### src/design/life_automaton_torus_step_top_assert.svh
// Assertion helpers for the grid block; clk and rst_n come from the
// module that uses them.
`ifndef LIFE_AUTOMATON_TORUS_STEP_TOP_ASSERT_SVH
`define LIFE_AUTOMATON_TORUS_STEP_TOP_ASSERT_SVH

// Consequent must hold in the same cycle as the antecedent.
`define LAT_ASSERT_IMP(label, ante, cons) \
  label: assert property (@(posedge clk) disable iff (!rst_n) (ante) |-> (cons)) \
    else $error("assertion failed");

// Consequent must hold in the cycle after the antecedent.
`define LAT_ASSERT_NXT(label, ante, cons) \
  label: assert property (@(posedge clk) disable iff (!rst_n) (ante) |=> (cons)) \
    else $error("assertion failed");

`endif

### src/design/lat_pkg.sv
package lat_pkg;

  localparam int MAX_DIM_DEF = 64;

  localparam int CFG_W   = 7;
  localparam int COORD_W = 6;
  localparam int COUNT_W = 4;

  // B3/S23 neighbour counts
  localparam logic [COUNT_W-1:0] SURVIVE_COUNT = 4'd2;
  localparam logic [COUNT_W-1:0] BIRTH_COUNT   = 4'd3;

  typedef enum logic [1:0] {
    OP_TOGGLE = 2'd0,
    OP_CLEAR  = 2'd1,
    OP_STEP   = 2'd2,
    OP_READ   = 2'd3
  } op_t;

  typedef enum logic {
    REG_GRID_ROWS    = 1'b0,
    REG_GRID_COLUMNS = 1'b1
  } reg_idx_t;

  typedef struct packed {
    logic clr;
    logic wr_en;
    logic rd_en;
  } mem_ctl_t;

endpackage

### src/design/lat_row_update.sv
module lat_row_update #(
  parameter int MAX_DIM = lat_pkg::MAX_DIM_DEF
) (
  input  logic [MAX_DIM-1:0]           up_row,
  input  logic [MAX_DIM-1:0]           cur_row,
  input  logic [MAX_DIM-1:0]           dn_row,
  input  logic [$clog2(MAX_DIM+1)-1:0] cols_used,
  output logic [MAX_DIM-1:0]           nxt_row
);

  localparam int IDX_W = $clog2(MAX_DIM);

  logic [IDX_W-1:0] last_col;

  assign last_col = IDX_W'(cols_used - 1'b1);

  for (genvar c = 0; c < MAX_DIM; c++) begin : g_col
    logic [IDX_W-1:0]                 li;
    logic [IDX_W-1:0]                 ri;
    logic [lat_pkg::COUNT_W-1:0]      n;
    logic                             rule;

    if (c == 0) begin : g_left_wrap
      assign li = last_col;
    end else begin : g_left
      assign li = IDX_W'(c - 1);
    end

    if (c == MAX_DIM - 1) begin : g_right_wrap
      assign ri = '0;
    end else begin : g_right
      assign ri = (last_col == IDX_W'(c)) ? '0 : IDX_W'(c + 1);
    end

    // Wrapped positions may name the same cell twice on narrow grids.
    assign n = lat_pkg::COUNT_W'(up_row[li]) + lat_pkg::COUNT_W'(up_row[c])
             + lat_pkg::COUNT_W'(up_row[ri]) + lat_pkg::COUNT_W'(cur_row[li])
             + lat_pkg::COUNT_W'(cur_row[ri]) + lat_pkg::COUNT_W'(dn_row[li])
             + lat_pkg::COUNT_W'(dn_row[c]) + lat_pkg::COUNT_W'(dn_row[ri]);

    assign rule = cur_row[c]
                ? ((n == lat_pkg::SURVIVE_COUNT) || (n == lat_pkg::BIRTH_COUNT))
                : (n == lat_pkg::BIRTH_COUNT);

    assign nxt_row[c] = (32'(c) < 32'(cols_used)) ? rule : cur_row[c];
  end

endmodule

### config.mk
export PLATFORM = sky130hd
export DESIGN_NAME = lat_row_update
export DESIGN_NICKNAME = d
export VERILOG_FILES = /design/src/design/life_automaton_torus_step_top_assert.svh /design/src/design/lat_pkg.sv /design/src/design/lat_row_update.sv
export SDC_FILE = /design/constraint.sdc
export NUM_CORES = 1
export LEC_CHECK = 0
export BUFFER_PORTS_ARGS = -buffer_cell sky130_fd_sc_hd__buf_2
export CORE_MARGIN = 2
export CORE_UTILIZATION = 59
export DETAILED_ROUTE_END_ITERATION = 6
export PLACE_DENSITY = 0.94
export SYNTH_ARGS = -nofsm -noshare
export SYNTH_HDL_FRONTEND = slang
export SYNTH_SLANG_ARGS = --single-unit
### constraint.sdc
create_clock -name vclk -period 8.1
set_input_delay 0.405 -clock vclk [all_inputs]
set_output_delay 0.405 -clock vclk [all_outputs]
set_load 0.05 [all_outputs]
==> results of run 1 <==
cells by family after synthesis:
logic type,Yosys count,synth area share (%)
adders and majority gates,453,49.0
AOI/OAI and AO/OA,341,12.3
and+or+nand+nor,335,11.0
buffers and inverters,305,7.98
muxes,237,19.4
xor gates and xnor gates,5,0.331
metal layers:
metal	vias to the layer above	GRT usage, %	share of wire, %
met5	-	0	0
met4	0	22.4	6.6
met3	280	8.94	12
met2	1111	57.5	47
met1	7050	42.7	34
li1	6242	-	-
worst min-delay path, cell delays in order:
cell and delay [ns]:
sky130_fd_sc_hd__buf_2 0.14, sky130_fd_sc_hd__inv_1 0.06, sky130_fd_sc_hd__a21oi_1 0.06, sky130_fd_sc_hd__buf_2 0.21
stage by stage:
| step | cells | setup WS (ns) | utilization [%] |
|---|---|---|---|
| floorplan | 1676 | 1.82 | - |
| global placement | 2219 | 1.75 | 65.7 |
| detailed placement | 2219 | 1.60 | 65.7 |
| CTS | 2219 | 1.61 | 65.7 |
| global route | 2223 | 1.10 | 65.8 |
| finish | 2223 | 1.47 | 65.8 |
cell usage in the layout, fill, tap and decap left out, types with 4 or more instances in the layout:
| cell | count |
|---|---|
| sky130_fd_sc_hd__a21o_1 | 12 |
| sky130_fd_sc_hd__a21oi_1 | 203 |
| sky130_fd_sc_hd__a221oi_1 | 4 |
| sky130_fd_sc_hd__a22oi_1 | 4 |
| sky130_fd_sc_hd__a31oi_1 | 7 |
| sky130_fd_sc_hd__a32oi_1 | 4 |
| sky130_fd_sc_hd__and3_1 | 18 |
| sky130_fd_sc_hd__buf_2 | 262 |
| sky130_fd_sc_hd__buf_4 | 17 |
| sky130_fd_sc_hd__diode_2 | 4 |
| sky130_fd_sc_hd__fa_1 | 256 |
| sky130_fd_sc_hd__ha_1 | 196 |
| sky130_fd_sc_hd__inv_1 | 232 |
| sky130_fd_sc_hd__mux2_2 | 66 |
| sky130_fd_sc_hd__mux2_4 | 9 |
| sky130_fd_sc_hd__mux2i_1 | 122 |
| sky130_fd_sc_hd__mux4_2 | 40 |
| sky130_fd_sc_hd__nand2_1 | 125 |
| sky130_fd_sc_hd__nand2b_1 | 11 |
| sky130_fd_sc_hd__nand3_1 | 105 |
| sky130_fd_sc_hd__nand3_4 | 9 |
| sky130_fd_sc_hd__nand4_1 | 9 |
| sky130_fd_sc_hd__nor2_1 | 33 |
| sky130_fd_sc_hd__o21ai_0 | 73 |
| sky130_fd_sc_hd__o21bai_1 | 8 |
| sky130_fd_sc_hd__or2_2 | 5 |
layout make-up:
| cell class | count | area (um^2) |
|---|---|---|
| antenna | 4 | 10.0 |
| fill | 1956 | 8870 |
| inverter | 234 | 878 |
| multi-input combinational | 1371 | 14300 |
| tap | 335 | 419 |
| timing repair buffer | 279 | 1440 |
worst min path at each step:
stage	startpoint	endpoint	slack, ns
3_3_place_gp	cur_row[51]	nxt_row[51]	1.27
2_1_floorplan	cur_row[56]	nxt_row[56]	1.11
4_1_cts	cur_row[51]	nxt_row[51]	1.28
5_1_grt	cur_row[51]	nxt_row[51]	1.29
3_5_place_dp	cur_row[51]	nxt_row[51]	1.27
6_report	cur_row[51]	nxt_row[51]	1.28
report_power, final:
part	leakage, nW	switching, mW	internal, mW	total (mW)
clock	0.0000254	0	0.0000000661	0.0000000661
combinational	8.60	1.53	0.866	2.40
sequential	0	0	0	0
total	8.60	1.53	0.866	2.40
==> results.txt, run 1 <==
In the finished design, the share of the clock period the worst path needs comes to 81.9%. In this run the count of I/O pins placed on the die edge is 263. The tools report the total nets after synthesis as 2328.

In this run the cell area measured after placement is 17000 um^2. The detailed router placed 14.7k vias in this run. The flow ran to the end, and the final reports show no timing, DRC or antenna violations. Counting instances in the post-synthesis netlist gives the leading cell types as sky130_fd_sc_hd__fa_1, sky130_fd_sc_hd__inv_1, sky130_fd_sc_hd__a21oi_1. Setup repair after global routing left no endpoint under its margin. The setup TNS was 0 ns. IR analysis of the VDD net gives a maximum drop of 0.165 mV.

Summed over all cells, the static leakage comes to 8.60 nW. After clock tree synthesis, the flow added hold-fix buffers numbering 0. For the worst setup path, the data required time is 7.70 ns.

The highest clock rate came out at 0.151 GHz. The slowest stage of the critical path belongs to the cell sky130_fd_sc_hd__ha_1. The largest stage delay on the critical path works out to 0.63 ns. The synthesis-to-layout area growth is 10.0%, and the number of buffer and inverter stages on the critical path is 5. Post-detailed-placement half-perimeter wirelength: 40.5 mm. The final sequential cell count was 0; the number of antenna violations at the first check in global routing was 4. The die is 166 um tall. The total area inside the core boundary comes to 25900 um^2. The final critical delay including setup and external delays was 6.63 ns. Overall power consumption: 2.40 mW. In the synthesized netlist, the number of instances is 1676. Global routing finished with a remaining overflow of 0. Dividing the synthesized area by the synthesized cell count gives 9.24 um^2. For the count of warnings emitted by yosys, the log shows 0.

Following the worst setup path forward leads to its endpoint at nxt_row[0]. The most common cell in the synthesized netlist is sky130_fd_sc_hd__fa_1. The first TritonRoute pass finished after 6 iterations.

Measured along the x axis, the die boundary spans 166 um. The sum of routed wire length over all layers came out at 49.1 mm. Max-cap violations in this run came to 0. The floorplan has 59 rows.

The data arrival time of the critical path was 6.23 ns; the biggest fanout along the worst timing path was 14. The detail-routed via count per cell is 6.61, and the count of routing violations after the opening detailed-route iteration is 1503. For the number of pins exceeding their max-slew limit in the final report, the log shows 0. Yosys mapped the design onto 63 distinct sky130hd cell types. Among cell families on the critical path, the largest total delay comes from adder cells. The post-synthesis instance area is 15500 um^2, and the count of cells resized by post-cts repair is 0. Summed over all instances, the cell type with the most area after synthesis is sky130_fd_sc_hd__fa_1.

The share of Yosys cell area claimed by the top area cell type came out at 33.1%. The number of failing setup endpoints in the final timing report came out at 0. On the final layout, the worst hold slack is 1.28 ns.

By area the synthesized netlist is led by sky130_fd_sc_hd__fa_1, sky130_fd_sc_hd__ha_1, sky130_fd_sc_hd__mux2i_1, sky130_fd_sc_hd__a21oi_1, sky130_fd_sc_hd__mux4_2. The floorplan step defined a die boundary enclosing 27600 um^2. The run gives 0 as the number of endpoints with negative hold slack in the final report.

STA classifies the critical path endpoint as a primary output. The count of buffers added on input and output ports is 263. Post-CTS timing repair inserted 0 buffers for setup. Cells with a size suffix above 1 make up 22.6% of the layout. Summed area of non-filler cells in the final layout: 17000 um^2. Traced cell by cell, the critical path runs through buf_2, inv_2, ha_1, or3b_1, o21ai_0, o31a_2, nand3_1, mux2_2, fa_1, inv_1, fa_1, fa_1, inv_1, ha_1, fa_1, o21ai_0, nand2_1, a21oi_1, buf_2.

The layout net count is 2538, and the clock buffer count is 0. Power per cell area: 141 nW/um^2. The critical path crosses 19 cells after its start point. The worst pin sits at a relative slew slack of 21.4%.

The run gives 0 um^2 as the flip-flop and latch area. The kind of critical path is input pin to primary output. For the pin with the worst max-slew slack, the measured transition is 1.18 ns. Sequential cell area fraction in the yosys report: 0%.

STA classifies the critical path startpoint as an input pin. In the routed design, unresolved DRC markers number 0. The via count of the first global-routing pass came out at 16.1k.

The first global-routing pass estimated 79.7 mm of wire. The wire length per cell came out at 22.1 um. The tightest min-delay check is of the input pin to primary output type.

Global routing consumed, over all layers together, 35.6% of the routing resources. The critical path starts at cols_used[0]. Routability-driven placement finished with a final weighted congestion of 0.999.

The detail route stage leaves a number of antenna-violating nets equal to 0. Entering global routing, the biggest net connects 68 pins. For this configuration, the core starts out at a cell density of 59.8%. Cell depth of the worst hold path: 4.

Most frequent cell on the critical path: sky130_fd_sc_hd__fa_1.
Power figures use the tool's default switching activity.
==> run 2: changes to the inputs <==
--- a/config.mk
+++ b/config.mk
@@ -7,9 +7,9 @@
 export LEC_CHECK = 0
 export BUFFER_PORTS_ARGS = -buffer_cell sky130_fd_sc_hd__buf_2
 export CORE_MARGIN = 2
-export CORE_UTILIZATION = 59
+export CORE_UTILIZATION = 55
 export DETAILED_ROUTE_END_ITERATION = 6
-export PLACE_DENSITY = 0.94
+export PLACE_DENSITY = 0.92
 export SYNTH_ARGS = -nofsm -noshare
 export SYNTH_HDL_FRONTEND = slang
 export SYNTH_SLANG_ARGS = --single-unit
==> constraint.sdc (replaced) <==
create_clock -name vclk -period 5.48
set_input_delay 0.274 -clock vclk [all_inputs]
set_output_delay 0.274 -clock vclk [all_outputs]
set_load 0.05 [all_outputs]
==> run 2 against run 1 <==
Compared with the run above:
- utilization shrank 2.4 points
- final area grew 3.2%
- largest cell class unchanged
- critical endpoint unchanged
- worst setup slack lost 1.3 ns
- power increased by 51%
==> results.txt, run 2 (synthesized netlist as in run 1, its figures left out) <==
The clock buffer count was 0 (unchanged); the die boundary width was 172 um (+3.5%). The detail-routed via count per cell came out at 6.43 (-2.6%). The library cell used most frequently in the layout, excluding fill and tap cells, is sky130_fd_sc_hd__buf_2. The ratio of final minimum period to clock period works out to 96.5%. Relative to the synthesized area, the layout overhead comes to 13.6%. The hold buffer count at cts came out at 0 (unchanged).

The top cell types in the final layout, fill and taps aside, are sky130_fd_sc_hd__buf_2, sky130_fd_sc_hd__fa_1, sky130_fd_sc_hd__inv_1. The pre-CTS worst setup slack was -0.0730 ns (-1.67 ns); the number of rows in the core area was 61 (+3.4%). Biggest fanout along the worst timing path: 13 (-1). The smallest clock period supported by the final layout is computed as 5.29 ns.

The largest stage delay on the critical path came out at 0.56 ns (-0.07 ns). Class of the tightest hold or removal check: input pin to primary output. Setup repair after global routing left no endpoint under its margin. For the endpoint required time on the critical path, the log shows 5.21 ns (-2.49 ns). The tools report the post-detailed-placement half-perimeter wirelength as 42.2 mm (+4.3%). The critical path in this run is classified as input pin to primary output.

The critical path startpoint is cols_used[1]. The tools report the number of pins exceeding their max-slew limit in the final report as 0 (unchanged). The area of the core came out at 27800 um^2 (+7.2%).

The worst relative slew slack was 46.0% (+25 points). Walking the worst path, the cells encountered are buf_2, inv_1, ha_4, or3b_1, o21ai_0, o31a_2, nand3_1, mux2_2, fa_1, inv_1, fa_1, fa_1, inv_1, ha_1, fa_1, o21ai_0, nand2_1, a21oi_4, buf_2. The timing endpoint of the critical path was nxt_row[0].

The boundary pin count was 263 (unchanged); the post-place instance area was 17600 um^2 (+3.1%). Slack of the critical path: 0.192 ns (-1.28 ns). The logs give 1.04 ns (-0.243 ns) for the worst hold margin and 29500 um^2 (+7.1%) for the area of the die. The max-capacitance violation count was 0 (unchanged); the routability-driven placement congestion ratio was 0.964 (-3.5%). The summed area of non-filler cells in the final layout was 17600 um^2 (+3.2%); the data arrival time of the critical path was 5.01 ns (-1.22 ns).

On the critical path, the stage with the largest delay is an instance of sky130_fd_sc_hd__fa_1. Number of endpoints with negative hold slack in the final report: 0 (unchanged). The wire length per cell is 22.0 um (-0.24%). The residual overflow from global routing was 0 (unchanged). The layout net count came out at 2585 (+1.9%). The logs give 15.8k (-1.8%) for the via count of the first global-routing pass and 2278 (+16%) for the final-layout fill cell count. The final sequential cell count is 0 (unchanged).

The power per cell area is 205 nW/um^2 (+46%), and the number of nets still failing antenna checks after routing is 0 (unchanged). The overall power consumption was 3.61 mW (+51%). Startpoint type of the worst setup path: an input pin. The utilization of the core after routing was 63.3% (-2.4 points); the count of routing violations after the opening detailed-route iteration was 1471 (-2.1%).

The overall routing resource usage was 34.6% (-1.0 points). The tools report the via count of the routed design as 14.9k (+1.4%). The post-route DRC violation count was 0 (unchanged). The height of the die was 172 um (+3.5%).

The flow ran to the end, and the final reports show no timing, DRC or antenna violations. The effective utilization at floorplan is 55.7% (-4.0 points), and the flip-flop and latch area is 0 um^2 (unchanged). The run gives 0 (unchanged) as the number of failing setup endpoints in the final timing report. STA classifies the critical path endpoint as a primary output. The sum of routed wire length over all layers is 50.9 mm (+3.8%), and the pin count of the biggest net entering global routing is 68 (unchanged). The actual slew at the worst max-slew pin was 0.807 ns (-0.372 ns); the peak supply drop was 0.186 mV (+13%). The share of layout cells above drive strength 1 came out at 25.0% (+2.4 points).

The static power due to leakage is 8.85 nW (+2.9%), and the number of input and output port buffers inserted is 263 (unchanged). The tools report the number of antenna violations at the first check in global routing as 5 (+1). Counting stages on the worst path, the most repeated cell is sky130_fd_sc_hd__fa_1. The tools report the first-pass GRT wire length as 80.1 mm (+0.55%). The iteration count of the initial detailed-routing pass was 7 (+1); the highest clock rate was 0.189 GHz.
run 2: area by class of cell:
class	instances	area (um^2)	share of cell area [%]
antenna	4	10.0	0.0569
tap	378	473	2.69
inverter	234	878	4.99
multi-input combinational	1371	14400	81.7
timing repair buffer	326	1860	10.6
run 2: per-layer routing:
metal  share of wire [%]  GRT usage [%]
met2                  47           57.7
met1                  35           42.1
met5                   0              0
met4                 6.7           20.0
met3                  11           6.03
run 2: timing repair:
action,4_1_cts,5_1_grt
resized for setup,1,3
cloned,0,0
endpoints found under the setup margin,2,2
setup buffers,0,0
run 2: critical path: cells and delay by family:
kind                     cells  cell delay, ns
AO/OA/AOI/OAI                4            0.73
AND/OR/NAND/NOR              3            0.63
adder cells (fa/ha/maj)      6            2.44
multiplexers                 1            0.32
buffers and inverters        5            0.59
run 2: how the worst min path moves through the flow:
stage,startpoint,end,slack (ns),cells after the start
after floorplan,cols_used[0],nxt_row[0],0.81,3
after global placement,cur_row[51],nxt_row[51],1.02,4
after detailed placement,cur_row[51],nxt_row[51],1.02,4
after CTS,cur_row[51],nxt_row[51],1.02,4
after global routing,cur_row[51],nxt_row[51],1.04,4
final,cur_row[21],nxt_row[21],1.04,4
run 2: power breakdown:
group	switching (mW)	leakage, nW	total (mW)	internal, mW
combinational	2.29	8.85	3.61	1.32
clock	0	0.0000254	0.0000000977	0.0000000976
sequential	0	0	0	0
run 2: per-stage QoR:
step                      TNS (ns)  instances
after global placement           0       2309
after detailed placement   -0.0730       2309
final                            0       2313
after floorplan             -0.135       1676
after global routing             0       2313
after CTS                        0       2309
